==> config.mk <==
export PLATFORM = sky130hd
export DESIGN_NAME = one_shot_deadline_event_table
export DESIGN_NICKNAME = d
export VERILOG_FILES = /design/src/hdl/odet_pkg.sv /design/src/hdl/odet_ctrl.sv /design/src/hdl/odet_dpath.sv /design/src/hdl/one_shot_deadline_event_table.sv
export SDC_FILE = /design/constraint.sdc
export NUM_CORES = 1
export LEC_CHECK = 0
export ABC_CLOCK_PERIOD_IN_PS = 5300
export BUFFER_PORTS_ARGS = -buffer_cell sky130_fd_sc_hd__buf_4
export CELL_PAD_IN_SITES_DETAIL_PLACEMENT = 0
export CELL_PAD_IN_SITES_GLOBAL_PLACEMENT = 2
export CORE_MARGIN = 2
export CORE_UTILIZATION = 49
export DETAILED_ROUTE_END_ITERATION = 8
export GPL_ROUTABILITY_DRIVEN = 0
export PLACE_DENSITY = 0.82
export SLEW_MARGIN = 25
export SYNTH_ARGS = -nofsm -noshare
export SYNTH_HDL_FRONTEND = slang
export SYNTH_SLANG_ARGS = --single-unit
==> constraint.sdc <==
create_clock -name clock -period 5.3 [get_ports clock]
set_clock_uncertainty 0.1 [all_clocks]
set_input_delay 1.06 -clock clock [delete_from_list [all_inputs] [get_ports clock]]
set_output_delay 1.06 -clock clock [all_outputs]
set_load 0.02 [all_outputs]
==> src/hdl/odet_pkg.sv <==
// Shared types and codes for the one-shot deadline event table.
// Used by the controller, the datapath, the top level and the checker.
// Depends on nothing.
package odet_pkg;

   // Result status codes.
   typedef enum logic [1:0] {
      ST_ACCEPTED = 2'd0,
      ST_REJECTED = 2'd1,
      ST_FIRED    = 2'd2
   } status_type;

   // Input word kinds.
   typedef enum logic {
      KIND_ADD  = 1'b0,
      KIND_TICK = 1'b1
   } kind_type;

   // Controller states.
   typedef enum logic {
      S_IDLE = 1'b0,
      S_SCAN = 1'b1
   } state_type;

   // Commands from the controller to the datapath.
   typedef struct packed {
      logic add_go;    // an add word is taken this cycle
      logic tick_go;   // a tick word is taken this cycle
      logic scan_run;  // scan pipeline may advance
      logic scan_fin;  // scan is complete, commit the new count
   } cmd_type;

   // Status from the datapath to the controller.
   typedef struct packed {
      logic hold_busy; // a result still sits in the hold stage
      logic scan_done; // every entry has been read and judged
   } sts_type;

endpackage

==> src/hdl/odet_ctrl.sv <==
// Controller for the event table: idle/scan state machine and input handshake.
// Depends on odet_pkg for the state, kind, command and status types.
module odet_ctrl (
   input  logic                clock,
   input  logic                reset,
   input  logic                req_valid,
   output logic                req_ready,
   input  logic                req_kind,
   input  odet_pkg::sts_type   sts,
   output odet_pkg::cmd_type   cmd
);

   odet_pkg::state_type state_ff, state_in;
   logic                accept;

   // A new word is taken only when idle and the hold stage has drained.
   assign req_ready = (state_ff == odet_pkg::S_IDLE) && !sts.hold_busy;
   assign accept    = req_valid && req_ready;

   // Next state.
   always_comb begin
      state_in = state_ff;
      case (state_ff)
         odet_pkg::S_IDLE: begin
            if (accept && (req_kind == odet_pkg::KIND_TICK)) state_in = odet_pkg::S_SCAN;
         end
         odet_pkg::S_SCAN: begin
            if (sts.scan_done) state_in = odet_pkg::S_IDLE;
         end
         default: state_in = odet_pkg::S_IDLE;
      endcase
   end

   // Commands to the datapath.
   always_comb begin
      cmd = '0;
      case (state_ff)
         odet_pkg::S_IDLE: begin
            cmd.add_go  = accept && (req_kind == odet_pkg::KIND_ADD);
            cmd.tick_go = accept && (req_kind == odet_pkg::KIND_TICK);
         end
         odet_pkg::S_SCAN: begin
            cmd.scan_run = !sts.scan_done;
            cmd.scan_fin = sts.scan_done;
         end
         default: cmd = '0;
      endcase
   end

   // State register.
   always_ff @(posedge clock) begin
      if (reset) begin
         state_ff <= odet_pkg::S_IDLE;
      end else begin
         state_ff <= state_in;
      end
   end

endmodule

==> src/hdl/odet_dpath.sv <==
// Datapath for the event table: entry memory, scan pointers, hold stage and
// output register. Depends on odet_pkg for the status, command and code types.
module odet_dpath #(
   parameter int ENTRIES   = 16,
   parameter int TIME_BITS = 32
) (
   input  logic                clock,
   input  logic                reset,
   input  odet_pkg::cmd_type   cmd,
   output odet_pkg::sts_type   sts,
   input  logic [7:0]          req_event_id,
   input  logic [31:0]         req_deadline,
   input  logic [31:0]         req_now_time,
   output logic                rsp_valid,
   input  logic                rsp_ready,
   output logic [1:0]          rsp_status,
   output logic [7:0]          rsp_fired_id,
   output logic                rsp_last
);

   localparam int CNT_BITS = $clog2(ENTRIES + 1);
   localparam int IDX_BITS = (ENTRIES > 1) ? $clog2(ENTRIES) : 1;

   // Entry memory: deadlines and ids, one write and one registered read a cycle.
   logic [TIME_BITS-1:0] mem_dl [ENTRIES];
   logic [7:0]           mem_id [ENTRIES];

   logic [CNT_BITS-1:0]  count_ff, count_in;
   logic [CNT_BITS-1:0]  rd_ff, rd_in;
   logic [CNT_BITS-1:0]  wr_ff, wr_in;
   logic [TIME_BITS-1:0] now_ff;
   logic [TIME_BITS-1:0] rdl_ff;
   logic [7:0]           rid_ff;
   logic                 rv_ff, rv_in;

   logic                 hold_vld_ff, hold_vld_in;
   logic                 hold_fin_ff, hold_fin_in;
   odet_pkg::status_type hold_status_ff, hold_status_in;
   logic [7:0]           hold_id_ff, hold_id_in;

   logic                 out_vld_ff, out_vld_in;
   odet_pkg::status_type out_status_ff;
   logic [7:0]           out_id_ff;
   logic                 out_last_ff;

   logic                 out_free;
   logic                 due;
   logic                 stall;
   logic                 advance;
   logic                 issue;
   logic                 push;
   logic                 move;
   logic                 full;
   logic                 mem_we;
   logic [IDX_BITS-1:0]  mem_wa;
   logic [TIME_BITS-1:0] mem_wdl;
   logic [7:0]           mem_wid;

   assign out_free = !out_vld_ff || rsp_ready;
   assign due      = (rdl_ff <= now_ff);
   assign full     = (count_ff == CNT_BITS'(ENTRIES));

   // The judge stage waits when a due entry needs the hold stage but the
   // held result has nowhere to go.
   assign stall   = rv_ff && due && hold_vld_ff && !out_free;
   assign advance = cmd.scan_run && !stall;
   assign issue   = advance && (rd_ff < count_ff);
   assign push    = advance && rv_ff && due;

   // The hold stage passes to the output register when a newer fired result
   // replaces it, or once it is known to be the final one.
   assign move = hold_vld_ff && out_free && (push || hold_fin_ff);

   assign sts.hold_busy = hold_vld_ff;
   assign sts.scan_done = (rd_ff == count_ff) && !rv_ff;

   // Memory write port: appended entry on an add, compaction during a scan.
   always_comb begin
      mem_we  = 1'b0;
      mem_wa  = count_ff[IDX_BITS-1:0];
      mem_wdl = TIME_BITS'(req_deadline);
      mem_wid = req_event_id;
      if (cmd.add_go && !full) begin
         mem_we = 1'b1;
      end else if (advance && rv_ff && !due) begin
         mem_we  = 1'b1;
         mem_wa  = wr_ff[IDX_BITS-1:0];
         mem_wdl = rdl_ff;
         mem_wid = rid_ff;
      end
   end

   always_ff @(posedge clock) begin
      if (mem_we) begin
         mem_dl[mem_wa] <= mem_wdl;
         mem_id[mem_wa] <= mem_wid;
      end
   end

   // Registered read of the entry under the read pointer.
   always_ff @(posedge clock) begin
      if (issue) begin
         rdl_ff <= mem_dl[rd_ff[IDX_BITS-1:0]];
         rid_ff <= mem_id[rd_ff[IDX_BITS-1:0]];
      end
   end

   // Count and scan pointers.
   always_comb begin
      count_in = count_ff;
      rd_in    = rd_ff;
      wr_in    = wr_ff;
      rv_in    = rv_ff;
      if (cmd.add_go && !full) begin
         count_in = count_ff + CNT_BITS'(1);
      end
      if (cmd.tick_go) begin
         rd_in = '0;
         wr_in = '0;
         rv_in = 1'b0;
      end
      if (advance) begin
         rv_in = issue;
         if (issue) rd_in = rd_ff + CNT_BITS'(1);
         if (rv_ff && !due) wr_in = wr_ff + CNT_BITS'(1);
      end
      if (cmd.scan_fin) begin
         count_in = wr_ff;
      end
   end

   // Hold stage: one result kept back until its last flag is known.
   always_comb begin
      hold_vld_in    = hold_vld_ff;
      hold_fin_in    = hold_fin_ff;
      hold_status_in = hold_status_ff;
      hold_id_in     = hold_id_ff;
      if (move) hold_vld_in = 1'b0;
      if (cmd.add_go) begin
         hold_vld_in    = 1'b1;
         hold_fin_in    = 1'b1;
         hold_status_in = full ? odet_pkg::ST_REJECTED : odet_pkg::ST_ACCEPTED;
         hold_id_in     = req_event_id;
      end else if (push) begin
         hold_vld_in    = 1'b1;
         hold_fin_in    = 1'b0;
         hold_status_in = odet_pkg::ST_FIRED;
         hold_id_in     = rid_ff;
      end else if (cmd.scan_fin) begin
         hold_fin_in = 1'b1;
      end
   end

   // Output register valid.
   always_comb begin
      out_vld_in = out_vld_ff;
      if (move) begin
         out_vld_in = 1'b1;
      end else if (rsp_ready) begin
         out_vld_in = 1'b0;
      end
   end

   // Control registers.
   always_ff @(posedge clock) begin
      if (reset) begin
         count_ff    <= '0;
         rd_ff       <= '0;
         wr_ff       <= '0;
         rv_ff       <= 1'b0;
         hold_vld_ff <= 1'b0;
         hold_fin_ff <= 1'b0;
         out_vld_ff  <= 1'b0;
      end else begin
         count_ff    <= count_in;
         rd_ff       <= rd_in;
         wr_ff       <= wr_in;
         rv_ff       <= rv_in;
         hold_vld_ff <= hold_vld_in;
         hold_fin_ff <= hold_fin_in;
         out_vld_ff  <= out_vld_in;
      end
   end

   // Payload registers.
   always_ff @(posedge clock) begin
      hold_status_ff <= hold_status_in;
      hold_id_ff     <= hold_id_in;
      if (cmd.tick_go) now_ff <= TIME_BITS'(req_now_time);
      if (move) begin
         out_status_ff <= hold_status_ff;
         out_id_ff     <= hold_id_ff;
         out_last_ff   <= hold_fin_ff;
      end
   end

   assign rsp_valid    = out_vld_ff;
   assign rsp_status   = out_status_ff;
   assign rsp_fired_id = out_id_ff;
   assign rsp_last     = out_last_ff;

endmodule

==> src/hdl/one_shot_deadline_event_table.sv <==
// Top level of the one-shot deadline event table: controller plus datapath.
// Depends on odet_pkg, odet_ctrl and odet_dpath.
//
//   channel  direction  ports                                         word
//   req      in         req_valid/ready, kind, event_id, deadline,   add or tick
//                       now_time
//   rsp      out        rsp_valid/ready, status, fired_id, last      ack or fired
//
// An add's acknowledgement word passes the hold stage into the output register
// before the next input word is taken. A tick reads the stored entries one per
// cycle while the scan is not stalled, judges the last entry, commits the count
// and returns to idle; when any event fires, the final word leaves the hold
// stage before the next input word is taken.
// A fired word that cannot leave stalls the scan until rsp_ready frees the
// output register; the next input word is taken once the hold stage drains.
// Synchronous active-high reset empties the table.
module one_shot_deadline_event_table #(
   parameter int ENTRIES   = 16,
   parameter int TIME_BITS = 32
) (
   input  logic        clock,
   input  logic        reset,
   input  logic        req_valid,
   output logic        req_ready,
   input  logic        req_kind,
   input  logic [7:0]  req_event_id,
   input  logic [31:0] req_deadline,
   input  logic [31:0] req_now_time,
   output logic        rsp_valid,
   input  logic        rsp_ready,
   output logic [1:0]  rsp_status,
   output logic [7:0]  rsp_fired_id,
   output logic        rsp_last
);

   odet_pkg::cmd_type cmd;
   odet_pkg::sts_type sts;

   // Sequencing of adds and ticks.
   odet_ctrl u_ctrl (
      .clock     (clock),
      .reset     (reset),
      .req_valid (req_valid),
      .req_ready (req_ready),
      .req_kind  (req_kind),
      .sts       (sts),
      .cmd       (cmd)
   );

   // Entry storage, scan and result path.
   odet_dpath #(
      .ENTRIES   (ENTRIES),
      .TIME_BITS (TIME_BITS)
   ) u_dpath (
      .clock        (clock),
      .reset        (reset),
      .cmd          (cmd),
      .sts          (sts),
      .req_event_id (req_event_id),
      .req_deadline (req_deadline),
      .req_now_time (req_now_time),
      .rsp_valid    (rsp_valid),
      .rsp_ready    (rsp_ready),
      .rsp_status   (rsp_status),
      .rsp_fired_id (rsp_fired_id),
      .rsp_last     (rsp_last)
   );

endmodule

==> results by group <==
Floorplan
  – Boundary pin count: 90
  – Die W: 249 um
  – Site row count: 89
  – DIE AREA: 0.0622 mm2
  – Die Ht: 249 um
  – Core area: 0.0594 mm2
  – Initial cell density of the core: 49.8%

Synth
  – Top cells by area, synth: edfxtp_1 75%, mux4_2 15%, ha_1 1.7%, mux2_2 1.6%, dfxtp_1 1.4%
  – Syn avg cell area: 21.7 um2
  – Ys flop type: edfxtp_1
  – Synth Register Bits: 753
  – Top cell type by total area after synthesis: edfxtp_1
  – Gate Count Post-Synth: 1,360
  – Async SR Flop Fraction: 0%
  – Post-synth EDFFs: 733
  – Post-synth top area share: 74.5%
  – Post-synth cell types: 48
  – YS warnings: 0
  – Mapped Nets: 1,478
  – Seq/Total Area, Yosys: 75.9%
  – Mapped Area: 0.0295 mm2

Setup path
  – Critical setup path kind: reg2reg
  – FF-to-FF setup slack: 700 ps
  – Critical path arrival: 4730 ps
  – Worst path required time: 5430 ps
  – Worst R2R End: u_dpath.mem_dl[12][20]
  – Crit path max fanout: 33
  – R2r startpoint: u_dpath.rdl_ff[11]
  – Crit start category: flop
  – Reg2Reg Depth: 9
  – CP endpoint kind: flop

Finish
  – Nets: 1,619
  – Non-Filler Instances: 2,334
  – Filler instances: 4,293
  – Area Growth Syn to Fin: 15.4%
  – N_diodes: 0
  – Layout cells sized above 1: 32.4%

CTS
  – CTS Sinks: 753
  – Htree depth: 3
  – Post-CTS Setup Bufs: 0
  – Post-CTS Hold Buffers: 0
  – Clk buf depth: 3
  – Cts bufs inserted: 76
  – Post_cts resized: 0
  – CTS tree: yes
  – Root Driver: clkbuf_16
  – Clk_lat worst skew: 610 ps
  – Clk slew on worst S/H paths: 60 ps

Worst hold path
  – Hold path startpoint: u_dpath.hold_id_ff[1]
  – Hold Path End: u_dpath.rsp_fired_id[1]
  – Min-Delay Path Class: reg2reg
  – Hold depth: 0

GRT
  – Largest net degree at the start of global routing: 93
  – Initial antenna violation count: 0
  – GR Overflow Total: 0
  – Global-route usage over all layers: 20.9%
  – First-pass GRT wire length: 94.8 mm
  – Number of global-route vias before repair: 14,288

Pwr
  – Power density cells: 367 mW/mm2
  – VDD IR-drop max: 0.237 mV
  – Lkg Pwr: 10.8 nW

Detailed routing
  – Initial DRC Count: 1,486
  – Via density: 5.98
  – Via count: 13,952
  – DRT Pass-1 Iters: 5
  – ANT nets after route: 0
  – Drt total wl: 63.4 mm
  – # DRC: 0
  – Wire length per cell: 27.2 um

Timing
  – Highest clock rate: 0.218 GHz
  – Fin crit share: 86.7%
  – Final setup TNS: 0 ps
  – Final Setup Violations: 0
  – Post-layout min period: 4600 ps
  – Slew @ Worst Pin: 1100 ps
  – Unrepaired setup endpoints after global routing: false
  – Fin. max-slew vios: 0
  – Relative slew slack: 26.5%
  – Final hold vios: 0

Place
  – Dpl cells: 2,196
  – Post-DP HPWL: 34.4 mm
  – IO buf count: 89

Run
  – Maxcap violations: 0

Status
  – Status: finished clean
-- registers in the layout, summed over array words and instances, names as in the netlist, 5 cells and up --
signal                cells
u_dpath.count_ff          5
u_dpath.hold_id_ff        8
u_dpath.mem_dl          512
u_dpath.mem_id          128
u_dpath.now_ff           32
u_dpath.rd_ff             5
u_dpath.rdl_ff           32
u_dpath.rid_ff            8
u_dpath.rsp_fired_id      8
u_dpath.wr_ff             5
-- cell usage after synthesis (3+ instances only) --
cell      count
mux2_2       42
nand3_1      18
a21oi_1      33
or3_1         7
mux2i_1       3
nor3_1        5
clkbuf_1     41
o211ai_1      8
edfxtp_1    733
o21ai_0      13
dfxtp_1      20
buf_2         6
ha_1         41
mux4_2      200
nand4_1       8
a211oi_1      4
nor2_1       24
buf_1        12
nand2_1      43
and3_1        5
nand2b_1      4
a31oi_1       6
inv_1        48
and2_1        4
a21boi_1      3
-- power breakdown --
group | total, mW | switching [mW] | leakage (nW) | internal (mW)
registers | 6.65 | 0.0307 | 6.78 | 6.62
logic | 0.435 | 0.260 | 2.77 | 0.175
clock network | 5.42 | 2.18 | 1.23 | 3.23
total | 12.5 | 2.47 | 10.8 | 10.0
-- stage by stage --
stage	area, um2	total power, mW	hold WS [ps]	util [%]	worst slack [ps]
6_report	34100	12.5	319	57.4	705
5_1_grt	34100	12.9	337	57.4	472
4_1_cts	34100	12.6	320	57.4	677
3_5_place_dp	31500	7.22	306	53.1	673
3_3_place_gp	31500	7.20	300	53.1	464
2_1_floorplan	29500	7.02	300	-	543
-- layout make-up --
type	count	area, um2	share of cell area [%]
clock inverters	39	475	1.40
clock buffers	99	2050	6.02
flip-flops and latches	753	22400	65.8
inverters	49	184	0.540
repair buffers	124	1110	3.26
well taps	773	967	2.84
multi-input cells	497	6860	20.1
-- cells by family (layout without fill, tap and decap cells) --
kind of cell    after synthesis  after routing  share of synthesized area [%]
fa+ha+maj                    41             41                           1.74
mux                         245            245                           17.0
simple gates                124            124                           2.07
xor+xnor                      2              2                         0.0593
buf+inv                     110            311                           1.47
flops                       753            753                           75.9
compound gates               85             85                           1.80
-- metal layers --
layer,track usage (%),up-vias,wire (um)
met4,5.83,0,1110
met2,32.8,531,30500
met3,3.53,81,4250
met1,30.6,7384,27500
li1,-,5956,-
met5,0,-,0
-- worst max-delay path, stage by stage (launching register included) --
cell	delay, ps
edfxtp_1	420
ha_1	350
nand4_1	130
nor4_2	590
a21boi_0	380
a211oi_1	240
a211o_2	660
o32ai_1	490
a21boi_4	300
buf_4	490
-- layout by cell type, fill, tap and decap left out, types with 3 or more instances in the layout --
| master | count |
|---|---|
| clkbuf_1 | 20 |
| inv_1 | 47 |
| nand4_1 | 8 |
| nand3_1 | 18 |
| a211oi_1 | 4 |
| mux2i_1 | 3 |
| a21boi_4 | 3 |
| nor2_1 | 20 |
| mux2_2 | 42 |
| nor2_4 | 4 |
| o211ai_1 | 8 |
| clkinv_1 | 6 |
| a21oi_4 | 9 |
| a21oi_1 | 24 |
| clkbuf_16 | 79 |
| or3_1 | 7 |
| o21ai_0 | 12 |
| a31oi_1 | 6 |
| nand2b_1 | 4 |
| buf_4 | 109 |
| clkinv_2 | 16 |
| dfxtp_4 | 3 |
| dfxtp_1 | 16 |
| nand2_1 | 43 |
| and3_1 | 5 |
| clkinvlp_4 | 3 |
| bufinv_16 | 10 |
| ha_1 | 41 |
| mux4_2 | 200 |
| edfxtp_1 | 733 |
| nor3_1 | 5 |
| buf_12 | 14 |
| and2_1 | 4 |
-- worst max path at each step --
stage                             from                     end
floorplan           u_dpath.rdl_ff[30]    u_dpath.mem_dl[0][0]
detailed placement  u_dpath.rdl_ff[10]  u_dpath.mem_dl[13][11]
CTS                 u_dpath.rdl_ff[10]  u_dpath.mem_dl[15][14]
global placement    u_dpath.rdl_ff[15]   u_dpath.mem_dl[10][0]
finish              u_dpath.rdl_ff[11]  u_dpath.mem_dl[12][20]
global route        u_dpath.rdl_ff[10]  u_dpath.mem_dl[15][14]
No activity file was read; power rests on OpenSTA's default activity.
